File: config.mk
export PLATFORM = sky130hd
export DESIGN_NAME = i2c_master_bit_sequencer
export DESIGN_NICKNAME = d
export VERILOG_FILES = /design/src/design/i2cm_pkg.sv /design/src/design/i2cm_step_dec.sv /design/src/design/i2c_master_bit_sequencer.sv
export SDC_FILE = /design/constraint.sdc
export NUM_CORES = 1
export LEC_CHECK = 0
export BUFFER_PORTS_ARGS = -buffer_cell sky130_fd_sc_hd__buf_2
export CAP_MARGIN = 20
export CELL_PAD_IN_SITES_DETAIL_PLACEMENT = 1
export CELL_PAD_IN_SITES_GLOBAL_PLACEMENT = 1
export CORE_ASPECT_RATIO = 0.7
export CORE_MARGIN = 1
export CORE_UTILIZATION = 40
export DETAILED_ROUTE_END_ITERATION = 10
export GPL_TIMING_DRIVEN = 0
export PLACE_DENSITY = 0.83
export REMOVE_ABC_BUFFERS = 1
export SLEW_MARGIN = 20
export SYNTH_ARGS = -nofsm -noshare
export SYNTH_HDL_FRONTEND = slang
export SYNTH_HIERARCHICAL = 1
export SYNTH_SLANG_ARGS = --single-unit
File: constraint.sdc
create_clock -name clk -period 11.3 [get_ports clk]
set_input_delay 2.26 -clock clk [delete_from_list [all_inputs] [get_ports clk]]
set_output_delay 2.26 -clock clk [all_outputs]
set_load 0.03 [all_outputs]
File: src/design/i2cm_pkg.sv
// Package with types, command codes and step tables for the I2C master pin sequencer
`timescale 1ns / 1ps

package i2cm_pkg;

  // Command codes
  localparam logic [2:0] CMD_NONE     = 3'd0;
  localparam logic [2:0] CMD_START    = 3'd1;
  localparam logic [2:0] CMD_STOP     = 3'd2;
  localparam logic [2:0] CMD_WRITE    = 3'd3;
  localparam logic [2:0] CMD_READ     = 3'd4;
  localparam logic [2:0] CMD_SEND_ACK = 3'd5;
  localparam logic [2:0] CMD_RECV_ACK = 3'd6;

  localparam logic [7:0]  BIT_TOP          = 8'h80;
  localparam logic [15:0] STEP_CYCLES_RST  = 16'd100;

  // Input beat: one bus timer tick
  typedef struct packed {
    logic [2:0] cmd;
    logic [7:0] tx_byte;
    logic       ack_out;
    logic       sda_in;
  } in_beat_t;

  // Output beat: pin drive and status after the tick
  typedef struct packed {
    logic       scl_level;
    logic       sda_level;
    logic       busy_res;
    logic       done_res;
    logic [7:0] rx_byte;
    logic       ack_received;
  } out_beat_t;

  // Context handed to the step decoder
  typedef struct packed {
    logic [2:0] cmd;
    logic [4:0] step;
    logic [1:0] phase;
    logic [2:0] bitn;
    logic [7:0] shreg;
    logic       scl;
    logic       sda;
    logic       last_ack;
    logic       ack_out;
    logic       sda_in;
  } step_ctx_t;

  // Pin and data state after a step action
  typedef struct packed {
    logic       scl;
    logic       sda;
    logic [7:0] shreg;
    logic       last_ack;
  } step_res_t;

  // Number of pin steps of each command; zero means not a command
  function automatic logic [4:0] steps_of(input logic [2:0] cmd);
    logic [4:0] n;
    case (cmd)
      CMD_START:    n = 5'd4;
      CMD_STOP:     n = 5'd3;
      CMD_WRITE:    n = 5'd24;
      CMD_READ:     n = 5'd25;
      CMD_SEND_ACK: n = 5'd3;
      CMD_RECV_ACK: n = 5'd4;
      default:      n = 5'd0;
    endcase
    return n;
  endfunction

endpackage

File: src/design/i2cm_step_dec.sv
// Pin action of one step: decodes command, step and bit phase into new pin drive
`timescale 1ns / 1ps

module i2cm_step_dec (
  input  i2cm_pkg::step_ctx_t ctx,
  output i2cm_pkg::step_res_t res
);
  import i2cm_pkg::*;

  logic [7:0] mask;

  assign mask = BIT_TOP >> ctx.bitn;

  always_comb begin
    res.scl      = ctx.scl;
    res.sda      = ctx.sda;
    res.shreg    = ctx.shreg;
    res.last_ack = ctx.last_ack;
    case (ctx.cmd)
      CMD_START: begin
        case (ctx.step[1:0])
          2'd0:    res.sda = 1'b1;
          2'd1:    res.scl = 1'b1;
          2'd2:    res.sda = 1'b0;
          default: res.scl = 1'b0;
        endcase
      end
      CMD_STOP: begin
        case (ctx.step[1:0])
          2'd0:    res.sda = 1'b0;
          2'd1:    res.scl = 1'b1;
          default: res.sda = 1'b1;
        endcase
      end
      CMD_WRITE: begin
        // data bit, clock high, clock low
        case (ctx.phase)
          2'd0:    res.sda = |(ctx.shreg & mask);
          2'd1:    res.scl = 1'b1;
          default: res.scl = 1'b0;
        endcase
      end
      CMD_READ: begin
        // release SDA first, then clock high, sample, clock low per bit
        if (ctx.step == 5'd0) begin
          res.sda = 1'b1;
        end else begin
          case (ctx.phase)
            2'd0:    res.scl = 1'b1;
            2'd1:    res.shreg = ctx.sda_in ? (ctx.shreg | mask) : ctx.shreg;
            default: res.scl = 1'b0;
          endcase
        end
      end
      CMD_SEND_ACK: begin
        case (ctx.step[1:0])
          2'd0:    res.sda = ctx.ack_out;
          2'd1:    res.scl = 1'b1;
          default: res.scl = 1'b0;
        endcase
      end
      CMD_RECV_ACK: begin
        case (ctx.step[1:0])
          2'd0:    res.sda = 1'b1;
          2'd1:    res.scl = 1'b1;
          2'd2:    res.last_ack = ctx.sda_in;
          default: res.scl = 1'b0;
        endcase
      end
      default: ;
    endcase
  end

endmodule

File: src/design/i2c_master_bit_sequencer.sv
// Top level of the I2C master pin sequencer
`timescale 1ns / 1ps

// Every input beat is one tick of the bus timer and yields exactly one output beat in the next
// cycle, from a single output register; one beat is taken per cycle whenever that register is
// empty or being drained in the same cycle. A command (start, stop, write byte, read byte, send
// ack, receive ack) is taken only when the sequencer is idle and is played as a list of pin steps,
// each lasting step_cycles ticks (zero counts as one); the pin action lands on the first tick of
// a step and the accepting tick is the first tick of step zero. done_res is high on the last
// tick of the last step, busy_res already low on that tick. SDA and SCL levels of 1 mean the line
// is released. step_cycles resets to 100; user writes it over cfg channel while idle (unchecked).
module i2c_master_bit_sequencer (
  input  logic                 clk,
  input  logic                 rst_n,
  input  logic                 in_valid,
  output logic                 in_ready,
  input  i2cm_pkg::in_beat_t   in_data,
  output logic                 out_valid,
  input  logic                 out_ready,
  output i2cm_pkg::out_beat_t  out_data,
  input  logic                 cfg_valid,
  output logic                 cfg_ready,
  input  logic [15:0]          cfg_data
);
  import i2cm_pkg::*;

  // Sequencer state
  logic [15:0] step_cycles_r;
  logic [2:0]  cmd_r,   cmd_nxt;
  logic [4:0]  step_r,  step_nxt;
  logic [1:0]  phase_r, phase_nxt;
  logic [2:0]  bitn_r,  bitn_nxt;
  logic [15:0] tick_r,  tick_nxt;
  logic [7:0]  shreg_r, shreg_nxt;
  logic        scl_r,   sda_r;
  logic [7:0]  rx_r,    rx_nxt;
  logic        ack_r;
  logic        out_valid_r;
  out_beat_t   out_r,   out_nxt;

  logic        in_fire;
  logic        launch;
  logic [2:0]  cmd_cur;
  logic [4:0]  step_cur;
  logic [1:0]  phase_cur;
  logic [2:0]  bitn_cur;
  logic [15:0] tick_cur;
  logic [7:0]  shreg_cur;
  logic [15:0] limit;
  logic        step_end;
  logic        cmd_end;
  logic        done;
  step_ctx_t   ctx;
  step_res_t   act;
  step_res_t   res;

  assign in_fire   = in_valid && in_ready;
  assign in_ready  = !out_valid_r || out_ready;
  assign cfg_ready = 1'b1;
  assign out_valid = out_valid_r;
  assign out_data  = out_r;

  // Load a new command only from idle
  assign launch    = (cmd_r == CMD_NONE) && (steps_of(in_data.cmd) != 5'd0);
  assign cmd_cur   = launch ? in_data.cmd : cmd_r;
  assign step_cur  = launch ? 5'd0 : step_r;
  assign phase_cur = launch ? 2'd0 : phase_r;
  assign bitn_cur  = launch ? 3'd0 : bitn_r;
  assign tick_cur  = launch ? 16'd0 : tick_r;
  assign shreg_cur = launch ? ((in_data.cmd == CMD_WRITE) ? in_data.tx_byte : 8'd0) : shreg_r;

  assign ctx = '{cmd: cmd_cur, step: step_cur, phase: phase_cur, bitn: bitn_cur,
                 shreg: shreg_cur, scl: scl_r, sda: sda_r, last_ack: ack_r,
                 ack_out: in_data.ack_out, sda_in: in_data.sda_in};

  i2cm_step_dec u_dec (
    .ctx (ctx),
    .res (act)
  );

  // Pin action only on the first tick of a step
  assign res = (cmd_cur != CMD_NONE && tick_cur == 16'd0)
             ? act
             : step_res_t'{scl: scl_r, sda: sda_r, shreg: shreg_cur, last_ack: ack_r};

  // Step timing
  assign limit    = (step_cycles_r == 16'd0) ? 16'd1 : step_cycles_r;
  assign step_end = ({1'b0, tick_cur} + 17'd1) >= {1'b0, limit};
  assign cmd_end  = ({1'b0, step_cur} + 6'd1) >= {1'b0, steps_of(cmd_cur)};
  assign done     = (cmd_cur != CMD_NONE) && step_end && cmd_end;

  // Next state of the sequencer
  always_comb begin
    cmd_nxt   = cmd_cur;
    step_nxt  = step_cur;
    phase_nxt = phase_cur;
    bitn_nxt  = bitn_cur;
    tick_nxt  = tick_cur;
    shreg_nxt = res.shreg;
    rx_nxt    = rx_r;
    if (cmd_cur != CMD_NONE) begin
      if (step_end) begin
        tick_nxt = 16'd0;
        if (cmd_end) begin
          if (cmd_cur == CMD_READ) begin
            rx_nxt = res.shreg;
          end
          cmd_nxt  = CMD_NONE;
          step_nxt = 5'd0;
        end else begin
          step_nxt = step_cur + 5'd1;
          // the release step of a read does not advance the bit phase
          if (!(cmd_cur == CMD_READ && step_cur == 5'd0)) begin
            if (phase_cur == 2'd2) begin
              phase_nxt = 2'd0;
              bitn_nxt  = bitn_cur + 3'd1;
            end else begin
              phase_nxt = phase_cur + 2'd1;
            end
          end
        end
      end else begin
        tick_nxt = tick_cur + 16'd1;
      end
    end
  end

  assign out_nxt = '{scl_level: res.scl, sda_level: res.sda, busy_res: cmd_nxt != CMD_NONE,
                     done_res: done, rx_byte: rx_nxt, ack_received: res.last_ack};

  // Configuration register
  always_ff @(posedge clk) begin
    if (!rst_n) begin
      step_cycles_r <= STEP_CYCLES_RST;
    end else if (cfg_valid && cfg_ready) begin
      step_cycles_r <= cfg_data;
    end
  end

  // Sequencer registers, advanced once per input beat
  always_ff @(posedge clk) begin
    if (!rst_n) begin
      cmd_r   <= CMD_NONE;
      step_r  <= 5'd0;
      phase_r <= 2'd0;
      bitn_r  <= 3'd0;
      tick_r  <= 16'd0;
      shreg_r <= 8'd0;
      scl_r   <= 1'b1;
      sda_r   <= 1'b1;
      rx_r    <= 8'd0;
      ack_r   <= 1'b1;
    end else if (in_fire) begin
      cmd_r   <= cmd_nxt;
      step_r  <= step_nxt;
      phase_r <= phase_nxt;
      bitn_r  <= bitn_nxt;
      tick_r  <= tick_nxt;
      shreg_r <= shreg_nxt;
      scl_r   <= res.scl;
      sda_r   <= res.sda;
      rx_r    <= rx_nxt;
      ack_r   <= res.last_ack;
    end
  end

  // Output register
  always_ff @(posedge clk) begin
    if (!rst_n) begin
      out_valid_r <= 1'b0;
    end else if (in_fire) begin
      out_valid_r <= 1'b1;
    end else if (out_ready) begin
      out_valid_r <= 1'b0;
    end
  end

  always_ff @(posedge clk) begin
    if (in_fire) begin
      out_r <= out_nxt;
    end
  end

endmodule

# Word level (Yosys, flattened, before mapping)

Index checks and enable logic that the tools add are counted.

Bits in registers: 78
Bits of input ports: 34
Output and inout port bits: 16
Word-level logic and storage cells: 123

Add/subtract/negate cells: 6
Magnitude comparators: 2
Equality and inequality tests: 16
Shifts and indexed selects: 1
Mux-type cells: 54
Bitwise logic cells: 2
Reduce and logical (&&, ||, !) cells: 24

Operators with widths:

| operator                                                              | number |
|---|---|
| 8-bit two-way mux                                                     | 10 |
| 16-bit two-way mux                                                    | 4 |
| 5-bit one-hot mux with 4 select lines                                 | 2 |
| 16-bit zero test                                                      | 2 |
| 3-bit two-way mux                                                     | 10 |
| 5-bit two-way mux                                                     | 4 |
| 3-bit equality test, second input constant                            | 6 |
| 16-bit by 1-bit adder with 17-bit output, second input constant       | 1 |
| 17-bit by 16-bit greater-or-equal comparator with 1-bit output        | 1 |
| 16-bit by 1-bit adder with 16-bit output, second input constant       | 1 |
| 3-bit by 2-bit equality test with 1-bit output, second input constant | 4 |
| 2-bit two-way mux                                                     | 6 |
| 1-bit one-hot mux with 2 select lines                                 | 6 |
| 2-bit one-hot mux with 6 select lines                                 | 1 |
| 11-bit two-way mux                                                    | 1 |
| 1-bit two-way mux                                                     | 10 |
| 2-bit OR reduction                                                    | 5 |
| 8-bit bitwise AND                                                     | 1 |
| 8-bit bitwise OR                                                      | 1 |
| 8-bit OR reduction                                                    | 1 |
| 8-bit by 3-bit >> shifter with 8-bit output, first input constant     | 1 |
| 5-bit by 1-bit adder with 6-bit output, second input constant         | 1 |
| 3-bit by 1-bit equality test with 1-bit output, second input constant | 2 |
| 6-bit by 5-bit greater-or-equal comparator with 1-bit output          | 1 |
| 14 further kinds                                                      | 23 |

# Longest topological paths before layout

Gate-level depths: netlist of run 1.

Depth in word-level cells: 17
Depth in mapped cells: 22
Gate-level depth less buffers: 19

# Hierarchy

Netlist of run 1, hierarchy kept.

By module, submodules not included:

| module                   | times used | cells each | area an instance (um2) | sequential area each (um2) |
|---|---|---|---|---|
| i2c_master_bit_sequencer | 1          | 575        | 4,887.2                | 1,691.6 |
| i2cm_step_dec            | 1          | 71         | 485.5                  | 0.0 |

# Least setup slack after synthesis of run 1

No wires, ideal clock.

Path kind: in2reg
From: input in_data[10] (netlist bit)
To: register out_r (netlist bit out_data[1]) (data pin)
Library setup time: 0.260 ns
Data arrival time: 6.324 ns
Required time: 11.040 ns
Path slack: 4.716 ns
Stages on the path: 19
Path buffers: 2
Path through: inv_1 > ha_1 > mux2i_1 > a21o_4 > clkbuf_1 > clkbuf_1 > nand2_1 > inv_1 > ha_1 > nand4_1 > nor2_1 > nand4_1 > mux2i_1 > ha_1 > a21o_1 > a21oi_1 > nand4_1 > o211ai_2 > mux2_2

RTL lines:

| item                   | line                            | source |
|---|---|---|
| start: declaration     | i2c_master_bit_sequencer.sv:17  | `input i2cm_pkg::in_beat_t in_data,` |
| end signal: assignment | i2c_master_bit_sequencer.sv:180 | `out_r <= out_nxt;` |
| end: declaration       | i2c_master_bit_sequencer.sv:39  | `out_beat_t out_r, out_nxt;` |

# Worst setup path after layout of run 1

From: input in_data[11] (netlist bit)
To: register tick_r[2]

Word-level cells in the longest chain between the ends: 10
Elaborated cells on any way between the ends: 19
Classes of those cells: 2 x add/sub; 1 x order compare; 6 x eq/ne; 5 x mux; 5 x reduce/logical

Ends and longest elaborated chain:

| item                                                           | line                            | source |
|---|---|---|
| 3-bit equality test, or another cell as far along              | i2cm_pkg.sv:61                  | `case (cmd)` |
| 2-bit OR reduction (no line)                                   | n/a                             |  |
| 5-bit one-hot mux with 4 select lines                          | i2cm_pkg.sv:61                  |  |
| 5-bit nonzero test                                             | i2c_master_bit_sequencer.sv:64  | `assign launch = (cmd_r == CMD_NONE) && (steps_of(in_data.cmd) != 5'd0);` |
| 1-bit logical AND                                              | i2c_master_bit_sequencer.sv:64  |  |
| 16-bit two-way mux                                             | i2c_master_bit_sequencer.sv:69  | `assign tick_cur = launch ? 16'd0 : tick_r;` |
| 16-bit by 1-bit adder with 17-bit output                       | i2c_master_bit_sequencer.sv:88  | `assign step_end = ({1'b0, tick_cur} + 17'd1) >= {1'b0, limit};` |
| 17-bit by 16-bit greater-or-equal comparator with 1-bit output | i2c_master_bit_sequencer.sv:88  |  |
| 16-bit two-way mux                                             | i2c_master_bit_sequencer.sv:102 | `if (step_end) begin` |
| 16-bit two-way mux (*)                                         | i2c_master_bit_sequencer.sv:101 | `if (cmd_cur != CMD_NONE) begin` |
| end signal: assignment                                         | i2c_master_bit_sequencer.sv:158 | `tick_r <= tick_nxt;` |
| end: declaration                                               | i2c_master_bit_sequencer.sv:33  | `logic [15:0] tick_r, tick_nxt;` |

Every way passes the cells marked *; elsewhere a longest branch is shown, timed or not.
A chain may end at the register's enable or synchronous reset.

==> results of run 1 <==
## cells by family after synthesis
| kind of cell | synth area share |
|---|---|
| DFF | 0.315 |
| muxes | 0.100 |
| adders and majority gates | 0.0699 |
| other | 0.000698 |
| xor gates and xnor gates | 0.0228 |
| and+or+nand+nor | 0.238 |
| buffers and inverters | 0.0559 |
| AOI/OAI and AO/OA | 0.197 |
## cell usage in the layout (no fill, tap or decap), types with 5 or more instances in the layout
master     netlist  final
a21boi_0         5      5
mux2_2          13     13
or3_1            6      6
a31oi_1         14     14
a22o_1           8      8
nor2_1          49     49
nor2b_1         29     29
nor4_1           8      7
and2_1          19     19
nor3b_1          7      6
inv_1           33     32
xor2_1          10     10
nand2b_1         9      9
dfxtp_1         65     65
buf_2            3     47
o21ai_0         42     40
o211ai_1         6      6
clkbuf_16        0      9
nand3_1         22     22
mux2i_1         37     37
a22oi_1         12     12
a21oi_1         24     24
ha_1            30     30
nor3_1           9      9
nand2_1         64     64
edfxtp_1        13     13
nand4_1         16     16
## per-stage QoR
stage	std cells	setup WS, ns	utilization	hold WS [ns]	power, mW
floorplan	609	4.67	-	0.434	0.433
global placement	823	2.99	0.430	0.451	0.482
detailed placement	826	3.61	0.432	0.474	0.496
CTS	842	3.91	0.453	0.486	0.773
global route	842	3.40	0.454	0.501	0.806
finish	842	3.80	0.454	0.478	0.773
## power breakdown
group | internal (mW) | switching, mW | total, mW
combinational | 0.0645 | 0.126 | 0.190
clock | 0.160 | 0.119 | 0.279
sequential | 0.294 | 0.00992 | 0.304
total | 0.519 | 0.254 | 0.773
## state kept, by name, indices dropped and copies added (netlist names), 2 cells and up
register,flops
step_cycles_r,16
tick_r,16
out_data,13
rx_r,8
shreg_r,8
step_r,5
bitn_r,3
cmd_r,3
phase_r,2
## cells in the mapped netlist (3+ instances only)
master,number,area share
dfxtp_1,65,0.24
nand2_1,64,0.045
nor2_1,49,0.034
o21ai_0,42,0.039
mux2i_1,37,0.069
inv_1,33,0.023
ha_1,30,0.070
clkbuf_1,29,0.020
nor2b_1,29,0.034
a21oi_1,24,0.022
nand3_1,22,0.020
and2_1,19,0.022
nand4_1,16,0.019
a31oi_1,14,0.016
edfxtp_1,13,0.073
mux2_2,13,0.027
a22oi_1,12,0.017
xor2_1,10,0.016
nand2b_1,9,0.010
nor3_1,9,0.0084
a22o_1,8,0.013
nor4_1,8,0.0093
nor3b_1,7,0.0098
o211ai_1,6,0.0084
or3_1,6,0.0070
a21boi_0,5,0.0070
a31o_2,4,0.0065
buf_6,4,0.0084
xnor2_1,4,0.0065
a41o_1,3,0.0056
buf_2,3,0.0028
o21a_1,3,0.0042
o21bai_1,3,0.0042
o31ai_1,3,0.0042
## area by class of cell
class	instances	area share
clock buffer	12	0.0430
clock inverter	4	0.00357
inverter	33	0.0208
multi-input combinational	498	0.570
sequential	78	0.284
tap	166	0.0348
timing repair buffer	51	0.0445
## worst min-delay path, delay by kind of cell, from the launching register on
family | cells | cell delay (ns)
AO/OA/AOI/OAI | 1 | 0.07
flip-flops | 1 | 0.31
AND/OR/NAND/NOR | 1 | 0.05
## layer usage
metal	vias up	wire length, um
li1	2372	-
met1	2508	7560
met2	108	7090
met3	12	696
met4	0	141
met5	-	0
## worst min path at each step
stage / end / slack (ns) / depth (start not counted)
final: rx_r[7] / 0.48 / 2
after global routing: bitn_r[1] / 0.50 / 1
after CTS: rx_r[7] / 0.49 / 2
after detailed placement: rx_r[3] / 0.47 / 2
after global placement: bitn_r[1] / 0.45 / 1
after floorplan: bitn_r[1] / 0.43 / 1
==> metrics.log, run 1 <==
INFO  metric run_status = complete, no violations
INFO  metric worstPathBufferInverterCount = 4
INFO  metric asyncSetResetFlopFracSynth = 0
INFO  metric cts_tree = built
INFO  metric vdd_ir_drop_max = 67.1 uV
INFO  metric crit_family = simple AND/OR/NAND/NOR gates
INFO  metric r2r_cells = 18
INFO  metric post_cts.resized_instances = 0
INFO  metric critPathKind = input port to flip-flop
INFO  metric synthFlopType = dfxtp_1
INFO  metric final-setup-viol-count = 0
INFO  metric vias_per_cell = 5.94
INFO  metric critical_path.max_stage_delay = 0.77 ns
INFO  metric crit-reg2reg-capture = tick_r[2]
INFO  metric num_rows = 35
INFO  metric reg2reg_slack = 5.89 ns
INFO  metric ff_latch_area = around 0.0017 sq mm
INFO  metric syn2layout_area_growth = 11.0%
INFO  metric timing.critical_path.depth = 21
INFO  metric final_net_count = 735
INFO  metric detailedPlacementHpwl = 11.1 mm
INFO  metric worst_clock_skew = 0.00511 ns
INFO  metric die_height = slightly below 100 um
INFO  metric grt_remaining_overflow = 0
INFO  metric critPathMaxFanout = 34
INFO  metric die_w = approximately 140 um
INFO  metric die-area = 0.0139 sq mm
INFO  metric slew_violations = 0
INFO  metric synth.avg_cell_area = between 8 and 9 sq um
INFO  metric final.min_clock_period = 7.50 ns
INFO  metric worstReg2RegStart = cmd_r[2]
INFO  metric synth_enable_flop_cells = 13
INFO  metric gr-max-usage-layer = met2
INFO  metric detailed_place.area = 0.00567 sq mm
INFO  metric cts-root-buf = clkbuf_16
INFO  metric clock_insertion_delay_worst_skew = 0.34 ns
INFO  metric post-cts-setup-buffer-count = 0
INFO  metric globalRouteTotalUtil = 0.229
INFO  metric finalWirelength = about 15 mm
INFO  metric cts_sinks = 78
INFO  metric worst-endpoint-required = 11.57 ns
INFO  metric ys_seq_area_frac = 0.315
INFO  metric timing.critical_path.to_type = flip-flop
INFO  metric fin_tns_setup = 0 ns
INFO  metric power_density = 130 mW/mm^2
INFO  metric timing.max_cap.violations = 0
INFO  metric routed-via-count = 5000
INFO  metric holdCritPathClass = flip-flop to flip-flop
INFO  metric core-area = approximately 0.013 sq mm
INFO  metric timing.critical_path.slowest_stage_cell = nor4_2
INFO  metric mappedNetlistArea = 0.00537 sq mm
INFO  metric grt_pass1_wl = roughly 26 mm
INFO  metric first_iteration_detailed_routing_drc_count = roughly 380
INFO  metric tightestPinTransition = ~1.1 ns
INFO  metric worst_path_arrival = 7.78 ns
INFO  metric use_met2 = 0.375
INFO  metric detail_route.first_pass.iterations = 6
INFO  metric multi_input_comb_area = 0.00340 sq mm
INFO  metric port_buffers = 48
INFO  metric unrepaired_setup_endpoints_after_global_routing = no
INFO  metric drt_drc_violations_left = 0
INFO  metric final_design_area_no_fill = 0.00597 sq mm
INFO  metric antenna_violations_before_repair = 0
INFO  metric clkTransAtPathRegs = 0.06 ns
INFO  metric cts_max_path_buffers = 2
INFO  metric period_share = 0.664
INFO  metric yosys_warnings = 6
INFO  metric final_replace_weighted_congestion = 0.888
INFO  metric wl_per_cell = between 15 and 20 um
INFO  metric ys_ff_latch = approximately 80
INFO  metric groute.layer.met1.usage = 0.313
INFO  metric leakagePower = around 2.5 nW
INFO  metric use_met3 = 0.0432
INFO  metric final_layout_size_suffix_gt1_frac = 0.146
INFO  metric largest_net_degree_at_the_start_of_global_routing = slightly above 70
INFO  metric antenna-diode-count = 0
INFO  metric initial_util = 0.409
INFO  metric final.fill_count = 1579
INFO  metric numCtsBuffers = 9
INFO  metric critical_path.startpoint = in_data[11]
INFO  metric ys_types = 66
INFO  metric worst_setup_path_start_kind = input port
INFO  metric fmaxAchievable = 133 MHz
INFO  metric synthesis.instances = 646
INFO  metric hold_viol_final = 0
INFO  metric max_slew_margin = 0.262
INFO  metric hp-start = rx_r[7]
INFO  metric cts-hold-fix-buffers = 0
INFO  metric ctsHtreeMaxLevel = 3
INFO  metric endpoint = tick_r[2]
INFO  metric io_pins = 50
INFO  metric drt.antenna.violating_nets = 0
INFO  metric grt_pass1_vias = about 5000
INFO  metric critical_path.cell_chain = buf_2 > inv_1 > ha_1 > mux2i_1 > a21o_4 > nand2_1 > inv_1 > ha_1 > nand4_1 > nor2_1 > nand4_1 > mux2i_1 > ha_1 > nand3_1 > nor2_1 > o311ai_0 > nand4_1 > nor4_2 > buf_4 > a22oi_1 > nor2b_1
Power figures use the tool's default switching activity.
==> inputs of run 2 (changes only) <==
--- a/config.mk
+++ b/config.mk
@@ -5,6 +5,7 @@
 export SDC_FILE = /design/constraint.sdc
 export NUM_CORES = 1
 export LEC_CHECK = 0
+export ABC_AREA = 1
 export BUFFER_PORTS_ARGS = -buffer_cell sky130_fd_sc_hd__buf_2
 export CAP_MARGIN = 20
 export CELL_PAD_IN_SITES_DETAIL_PLACEMENT = 1
@@ -14,7 +15,7 @@
 export CORE_UTILIZATION = 40
 export DETAILED_ROUTE_END_ITERATION = 10
 export GPL_TIMING_DRIVEN = 0
-export PLACE_DENSITY = 0.83
+export PLACE_DENSITY = 0.86
 export REMOVE_ABC_BUFFERS = 1
 export SLEW_MARGIN = 20
 export SYNTH_ARGS = -nofsm -noshare
==> constraint.sdc (replaced) <==
create_clock -name clk -period 7 [get_ports clk]
set_input_delay 1.4 -clock clk [delete_from_list [all_inputs] [get_ports clk]]
set_output_delay 1.4 -clock clk [all_outputs]
set_load 0.03 [all_outputs]
==> run 2 against run 1 <==
Net effect:
- flip-flop and latch count stayed put
- hold slack worse by 0.0075 ns
- synthesized area up 4.1%
- highest routed layer unchanged
==> metrics.log, run 2 <==
INFO  metric holdPathStages = 2 (unchanged)
INFO  metric post_cts.resized_instances = 0 (unchanged)
INFO  metric worst_path_arrival = 6.46 ns (-1.32 ns)
INFO  metric timing.final.ws_setup = 0.630 ns (-3.17 ns)
INFO  metric fin_worst_hold_slack = 0.470 ns (-0.00753 ns)
INFO  metric detail_route.first_pass.iterations = 4 (-2)
INFO  metric cts_max_path_buffers = 2 (unchanged)
INFO  metric ctsHtreeMaxLevel = 3 (unchanged)
INFO  metric mappedNetlistArea = 0.00559 sq mm (+4.1%)
INFO  metric antenna-diode-count = 0 (unchanged)
INFO  metric globalRouteTotalUtil = 0.228 (-0.00109)
INFO  metric synthesis.instances = 826 (+28%)
INFO  metric synth_enable_flop_cells = 13 (unchanged)
INFO  metric vdd_ir_drop_max = 120 uV (+79%)
INFO  metric holdPathEnd = tick_r[0]
INFO  metric fmaxAchievable = 157 MHz
INFO  metric run_status = complete, no violations
INFO  metric post-synth-top-area-fraction = 0.233 (-0.00948)
INFO  metric final-setup-viol-count = 0 (unchanged)
INFO  metric clkTransAtPathRegs = 0.07 ns (about the same)
INFO  metric antenna_violations_before_repair = 0 (unchanged)
INFO  metric cts_tree = built
INFO  metric worst_setup_path_start_kind = input port
INFO  metric syn2layout_area_growth = 10.7%
INFO  metric yosys_warnings = 6 (unchanged)
INFO  metric layout_commonest_cell = nand2_1
INFO  metric finalWirelength = 15.6 mm (+0.53%)
INFO  metric leakagePower = 3.00 nW (+21%)
INFO  metric critPathMaxFanout = 33 (-2.9%)
INFO  metric drt_drc_violations_left = 0 (unchanged)
INFO  metric fin_tns_setup = 0 ns (unchanged)
INFO  metric final_replace_weighted_congestion = 0.839 (-5.5%)
INFO  metric ys_ff_latch = 78 (unchanged)
INFO  metric worstReg2RegStart = cmd_r[0]
INFO  metric synth.top_cells.by_count = nand2_1, inv_1, nor2_1
INFO  metric slew_violations = 0 (unchanged)
INFO  metric clock_insertion_delay_worst_skew = 0.35 ns (about the same)
INFO  metric timing.max_cap.violations = 0 (unchanged)
INFO  metric crit-reg2reg-capture = out_data[6]
INFO  metric holdCritPathClass = flip-flop to flip-flop
INFO  metric synth_most_common_cell = nand2_1
INFO  metric cts-hold-fix-buffers = 0 (unchanged)
INFO  metric wl_per_cell = 14.9 um (-19%)
INFO  metric final.fill_count = 1831 (+16%)
INFO  metric hold_viol_final = 0 (unchanged)
INFO  metric max_slew_margin = 0.295 (+0.0334)
INFO  metric grt_pass1_vias = 5286 (+6.4%)
INFO  metric cts_sinks = 78 (unchanged)
INFO  metric dp_worst_setup_slack = 0.380 ns (-3.23 ns)
INFO  metric core-area = 0.0134 sq mm (+2.0%)
INFO  metric num_rows = 35 (unchanged)
INFO  metric period_share = 0.910
INFO  metric power_density = 225 mW/mm^2 (+74%)
INFO  metric first_iteration_detailed_routing_drc_count = 301 (-21%)
INFO  metric drt.antenna.violating_nets = 0 (unchanged)
INFO  metric synthFlopType = dfxtp_1
INFO  metric initial_util = 0.417 (+0.00832)
INFO  metric routed-via-count = 5451 (+9.0%)
INFO  metric die_height = 101 um (+2.0%)
INFO  metric grt_pass1_wl = 25.9 mm (+1.6%)
INFO  metric tightestPinTransition = 1.05 ns (-0.0539 ns)
INFO  metric yosys.area.top_type = dfxtp_1
INFO  metric synth.avg_cell_area = 6.77 sq um (-19%)
INFO  metric r2r_cells = 22 (+4)
INFO  metric final_layout_size_suffix_gt1_frac = 0.141 (-0.00542)
INFO  metric post_synth_main_area_contributors = dfxtp_1, nand2_1, inv_1
INFO  metric io_pins = 50 (unchanged)
INFO  metric final.min_clock_period = between 6 and 7 ns
INFO  metric cts-root-buf = clkbuf_16
INFO  metric unrepaired_setup_endpoints_after_global_routing = no
INFO  metric hp-start = tick_r[0]
INFO  metric largest_net_degree_at_the_start_of_global_routing = 44 (-39%)
INFO  metric asyncSetResetFlopFracSynth = 0 (unchanged)
INFO  metric numCtsBuffers = 9 (unchanged)
INFO  metric final_net_count = 917 (+25%)
INFO  metric final_cell_mix = nand2_1, inv_1, nor2_1
INFO  metric vias_per_cell = 5.23 (-12%)
INFO  metric reg2reg_slack = 1.91 ns (-3.98 ns)
INFO  metric critPathKind = input port to flip-flop
INFO  metric ys_seq_area_frac = 0.303 (-0.0123)
INFO  metric post-cts-setup-buffer-count = 0 (unchanged)
INFO  metric grt_remaining_overflow = 0 (unchanged)
INFO  metric die-area = 0.0145 sq mm (+4.0%)
INFO  metric detailedPlacementHpwl = 11.1 mm (-0.18%)
INFO  metric die_w = 143 um (+2.0%)
INFO  metric worst_clock_skew = 0.0113 ns (+0.00622 ns)
INFO  metric ys_types = 47 (-29%)
INFO  metric worst-endpoint-required = 7.09 ns (-4.48 ns)
INFO  metric timing.critical_path.to_type = flip-flop
INFO  metric port_buffers = 48 (unchanged)
INFO  metric final_core_util = 0.462 (+0.00781)
run 2: cell types whose count changed after synthesis, moves of 29 or more:
| cell | delta |
|---|---|
| inv_1 | +106 |
| mux2i_1 | -37 |
| nand2_1 | +90 |
| nand3_1 | +31 |
| nor2_1 | +34 |
| nor2b_1 | -29 |
run 2: logic make-up (layout without fill, tap and decap cells):
| logic type | Yosys count | in the layout | share of synthesized area |
|---|---|---|---|
| compound gates | 171 | 171 | 0.180 |
| other cells | 1 | 1 | 0.000671 |
| buf+inv | 183 | 215 | 0.135 |
| simple gates | 349 | 349 | 0.293 |
| flops | 78 | 78 | 0.303 |
| xor+xnor | 14 | 14 | 0.0219 |
| fa+ha+maj | 30 | 30 | 0.0671 |
run 2: how the worst max path moves through the flow:
stage | startpoint | to | slack (ns)
detailed placement | in_data[10] | out_data[6] | 0.38
global route | in_data[10] | rx_r[6] | 0.13
global placement | in_data[10] | rx_r[6] | 0.45
CTS | in_data[10] | out_data[6] | 0.68
finish | in_data[10] | out_data[6] | 0.63
floorplan | in_data[10] | out_data[6] | 1.72
run 2: through the flow:
stage	power, mW	area [sq um]	cells
final	1.39	6190	1043
after global routing	1.48	6190	1043
after CTS	1.40	6190	1043
after detailed placement	0.930	5900	1027
after global placement	0.912	5880	1026
after floorplan	0.811	5410	793
run 2: layout make-up:
class / instances / area, sq um / area share
clock buffer: 9 / 225 / 0.0364
clock inverter: 7 / 63.8 / 0.0103
inverter: 150 / 569 / 0.0920
multi-input combinational: 565 / 3150 / 0.509
sequential: 78 / 1690 / 0.273
tap: 185 / 231 / 0.0374
timing repair buffer: 49 / 260 / 0.0420
run 2: report_power, final:
| group | total [mW] | switching [mW] | internal, mW | leakage, nW |
|---|---|---|---|---|
| clock network | 0.467 | 0.218 | 0.249 | 0.137 |
| logic | 0.411 | 0.294 | 0.117 | 2.20 |
| registers | 0.516 | 0.0215 | 0.494 | 0.662 |
| total | 1.39 | 0.534 | 0.860 | 3.00 |
run 2: worst max-delay path: stages:
cell      delay [ns]
buf_2           0.11
inv_1           0.07
ha_1            0.28
o21ai_1         0.14
o21ai_4         0.11
nand2_4         0.33
inv_1           0.45
nor2_1          0.47
ha_1            0.28
nand3_1         0.16
nor4_2          0.51
nand3b_1        0.17
xor2_1          0.26
ha_1            0.29
a21oi_1         0.16
nor3_1          0.06
nor3_1          0.15
nand2_1         0.08
nand2_1         0.06
nand2_1         0.05
nand2_1         0.10
nand3_4         0.16
nand3_4         0.21
clkinv_4        0.13
o21ai_1         0.12
nand2_1         0.10
run 2: routing by layer:
layer,global-route usage,share of wire,up-vias
li1,-,-,2749
met1,0.321,0.51,2600
met2,0.358,0.44,86
met5,0,0,-
met3,0.0371,0.032,16
met4,0.0679,0.011,0
==> inputs of run 3 (changes only) <==
--- a/config.mk
+++ b/config.mk
@@ -14,7 +14,6 @@
 export CORE_MARGIN = 1
 export CORE_UTILIZATION = 40
 export DETAILED_ROUTE_END_ITERATION = 10
-export GPL_TIMING_DRIVEN = 0
 export PLACE_DENSITY = 0.86
 export REMOVE_ABC_BUFFERS = 1
 export SLEW_MARGIN = 20
==> run 3 against run 2 <==
Net effect:
- die area is the same
- maximum frequency grew 13%
- register-to-register slack improved by 0.71 ns
- critical endpoint is now rx_r[7]
==> metrics.log, run 3 (synthesis results as in run 2) <==
INFO  metric run_status = complete, no violations
INFO  metric core-area = 0.0134 sq mm (unchanged)
INFO  metric post-cts-setup-buffer-count = 0 (unchanged)
INFO  metric grt_pass1_wl = 26.7 mm (+3.1%)
INFO  metric fin_tns_setup = 0 ns (unchanged)
INFO  metric tightestPinTransition = 0.920 ns (-0.131 ns)
INFO  metric place_inst = 1031 (+0.39%)
INFO  metric ctsHtreeMaxLevel = 3 (unchanged)
INFO  metric final-setup-viol-count = 0 (unchanged)
INFO  metric cts_sinks = 78 (unchanged)
INFO  metric antenna_violations_before_repair = 0 (unchanged)
INFO  metric layout_commonest_cell = nand2_1
INFO  metric die_height = 101 um (unchanged)
INFO  metric crit-reg2reg-capture = rx_r[7]
INFO  metric clock_insertion_delay_worst_skew = 0.35 ns (about the same)
INFO  metric r2r_cells = 24 (+9.1%)
INFO  metric numCtsBuffers = 9 (unchanged)
INFO  metric worst-endpoint-required = 7.24 ns (+0.15 ns)
INFO  metric timing.critical_path.to_type = flip-flop
INFO  metric holdPathEnd = bitn_r[1]
INFO  metric final.fill_count = 1790 (-2.2%)
INFO  metric final_core_util = 0.465 (+0.00261)
INFO  metric leakagePower = 3.03 nW (+1.0%)
INFO  metric power_density = 224 mW/mm^2 (-0.56%)
INFO  metric cts_max_path_buffers = 2 (unchanged)
INFO  metric worstReg2RegStart = cmd_r[1]
INFO  metric cts_tree = built
INFO  metric unrepaired_setup_endpoints_after_global_routing = no
INFO  metric grt_remaining_overflow = 0 (unchanged)
INFO  metric wl_per_cell = 15.5 um (+4.1%)
INFO  metric critical_path.startpoint = in_data[10]
INFO  metric worst_path_arrival = 5.89 ns (-0.57 ns)
INFO  metric final_layout_size_suffix_gt1_frac = 0.145 (+0.00382)
INFO  metric final_replace_weighted_congestion = 0.830 (-1.0%)
INFO  metric fmaxAchievable = 177 MHz (+13%)
INFO  metric drt.antenna.violating_nets = 0 (unchanged)
INFO  metric hp-start = bitn_r[1]
INFO  metric holdCritPathClass = flip-flop to flip-flop
INFO  metric fin_cells = 1048 (+0.48%)
INFO  metric worst_clock_skew = 0.00798 ns (-0.00334 ns)
INFO  metric syn2layout_area_growth = 11.3%
INFO  metric finalWirelength = 16.3 mm (+4.6%)
INFO  metric num_rows = 35 (unchanged)
INFO  metric vias_per_cell = 5.21 (-0.37%)
INFO  metric initial_util = 0.417 (unchanged)
INFO  metric routed-via-count = 5457 (+0.11%)
INFO  metric grt_pass1_vias = 5437 (+2.9%)
INFO  metric globalRouteTotalUtil = 0.236 (+0.00736)
INFO  metric clkTransAtPathRegs = 0.06 ns (about the same)
INFO  metric reg2reg_slack = 2.62 ns (+0.71 ns)
INFO  metric vdd_ir_drop_max = 136 uV (+13%)
INFO  metric post_cts.resized_instances = 0 (unchanged)
INFO  metric timing.max_cap.violations = 0 (unchanged)
INFO  metric max_slew_margin = 0.384 (+0.0892)
INFO  metric drt_drc_violations_left = 0 (unchanged)
INFO  metric die_w = 143 um (unchanged)
INFO  metric first_iteration_detailed_routing_drc_count = 276 (-8.3%)
INFO  metric hold_viol_final = 0 (unchanged)
INFO  metric cts-hold-fix-buffers = 0 (unchanged)
INFO  metric detail_route.first_pass.iterations = 4 (unchanged)
INFO  metric final_cell_mix = nand2_1, inv_1, nor2_1
INFO  metric die-area = 0.0145 sq mm (unchanged)
INFO  metric detailedPlacementHpwl = 11.7 mm (+5.4%)
INFO  metric holdPathStages = 2 (unchanged)
INFO  metric slew_violations = 0 (unchanged)
INFO  metric critPathKind = input port to flip-flop
INFO  metric antenna-diode-count = 0 (unchanged)
INFO  metric period_share = 0.806 (-0.104)
INFO  metric final.min_clock_period = 5.64 ns (-0.727 ns)
INFO  metric io_pins = 50 (unchanged)
INFO  metric cts-root-buf = clkbuf_16
INFO  metric worst_setup_path_start_kind = input port
INFO  metric largest_net_degree_at_the_start_of_global_routing = 40 (-9.1%)
INFO  metric port_buffers = 48 (unchanged)
INFO  metric final_net_count = 922 (+0.55%)
INFO  metric critPathMaxFanout = 33 (unchanged)
run 3: how the worst max path moves through the flow:
stage	endpoint	slack (ns)	cells after the start
floorplan	out_data[6]	1.72	25
global placement	tick_r[0]	1.35	25
detailed placement	tick_r[0]	1.08	25
CTS	tick_r[0]	1.34	25
global route	tick_r[8]	1.00	25
finish	rx_r[7]	1.36	28
run 3: routing by layer:
| layer | vias up | routed length (um) | track usage |
|---|---|---|---|
| met4 | 0 | 251 | 0.0630 |
| met2 | 100 | 7210 | 0.387 |
| li1 | 2748 | - | - |
| met5 | - | 0 | 0 |
| met1 | 2589 | 8250 | 0.321 |
| met3 | 20 | 583 | 0.0371 |
run 3: cell type report:
type                    count  area, sq um  share of cell area
multi-input cells         565         3150               0.505
flip-flops and latches     78         1690               0.272
clock inverters             7         57.6             0.00925
clock buffers               9          225              0.0362
repair buffers             54          305              0.0490
inverters                 150          568              0.0913
well taps                 185          231              0.0372
run 3: critical path, stage by stage:
cell and delay, ns:
buf_2 0.12, inv_1 0.06, ha_1 0.29, o21ai_1 0.13, o21ai_4 0.11, nand2_4 0.33, inv_1 0.14, nor2_1 0.29
ha_1 0.27, nand3_1 0.14, nor4_2 0.44, nand3b_1 0.16, xor2_1 0.19, ha_1 0.32, a21oi_1 0.18, nor3_1 0.08
nor3_1 0.14, nand2_1 0.07, nand2_1 0.06, nand2_1 0.06, nand2_1 0.10, nand3_4 0.15, nand3_4 0.18, clkinv_4 0.12
nand2_1 0.08, nand2_1 0.08, o21ai_1 0.13, inv_1 0.05
run 3: metrics by stage:
stage | hold slack (ns) | total power [mW] | cell area [sq um] | setup slack [ns]
finish | 0.474 | 1.39 | 6220 | 1.36
global placement | 0.459 | 0.920 | 5910 | 1.35
global route | 0.503 | 1.47 | 6220 | 1.00
detailed placement | 0.464 | 0.935 | 5910 | 1.08
CTS | 0.476 | 1.40 | 6200 | 1.34
floorplan | 0.445 | 0.811 | 5410 | 1.72
run 3: power by group:
part | internal, mW | total, mW | switching, mW
clock | 0.246 | 0.462 | 0.217
combinational | 0.120 | 0.414 | 0.295
sequential | 0.494 | 0.517 | 0.0228
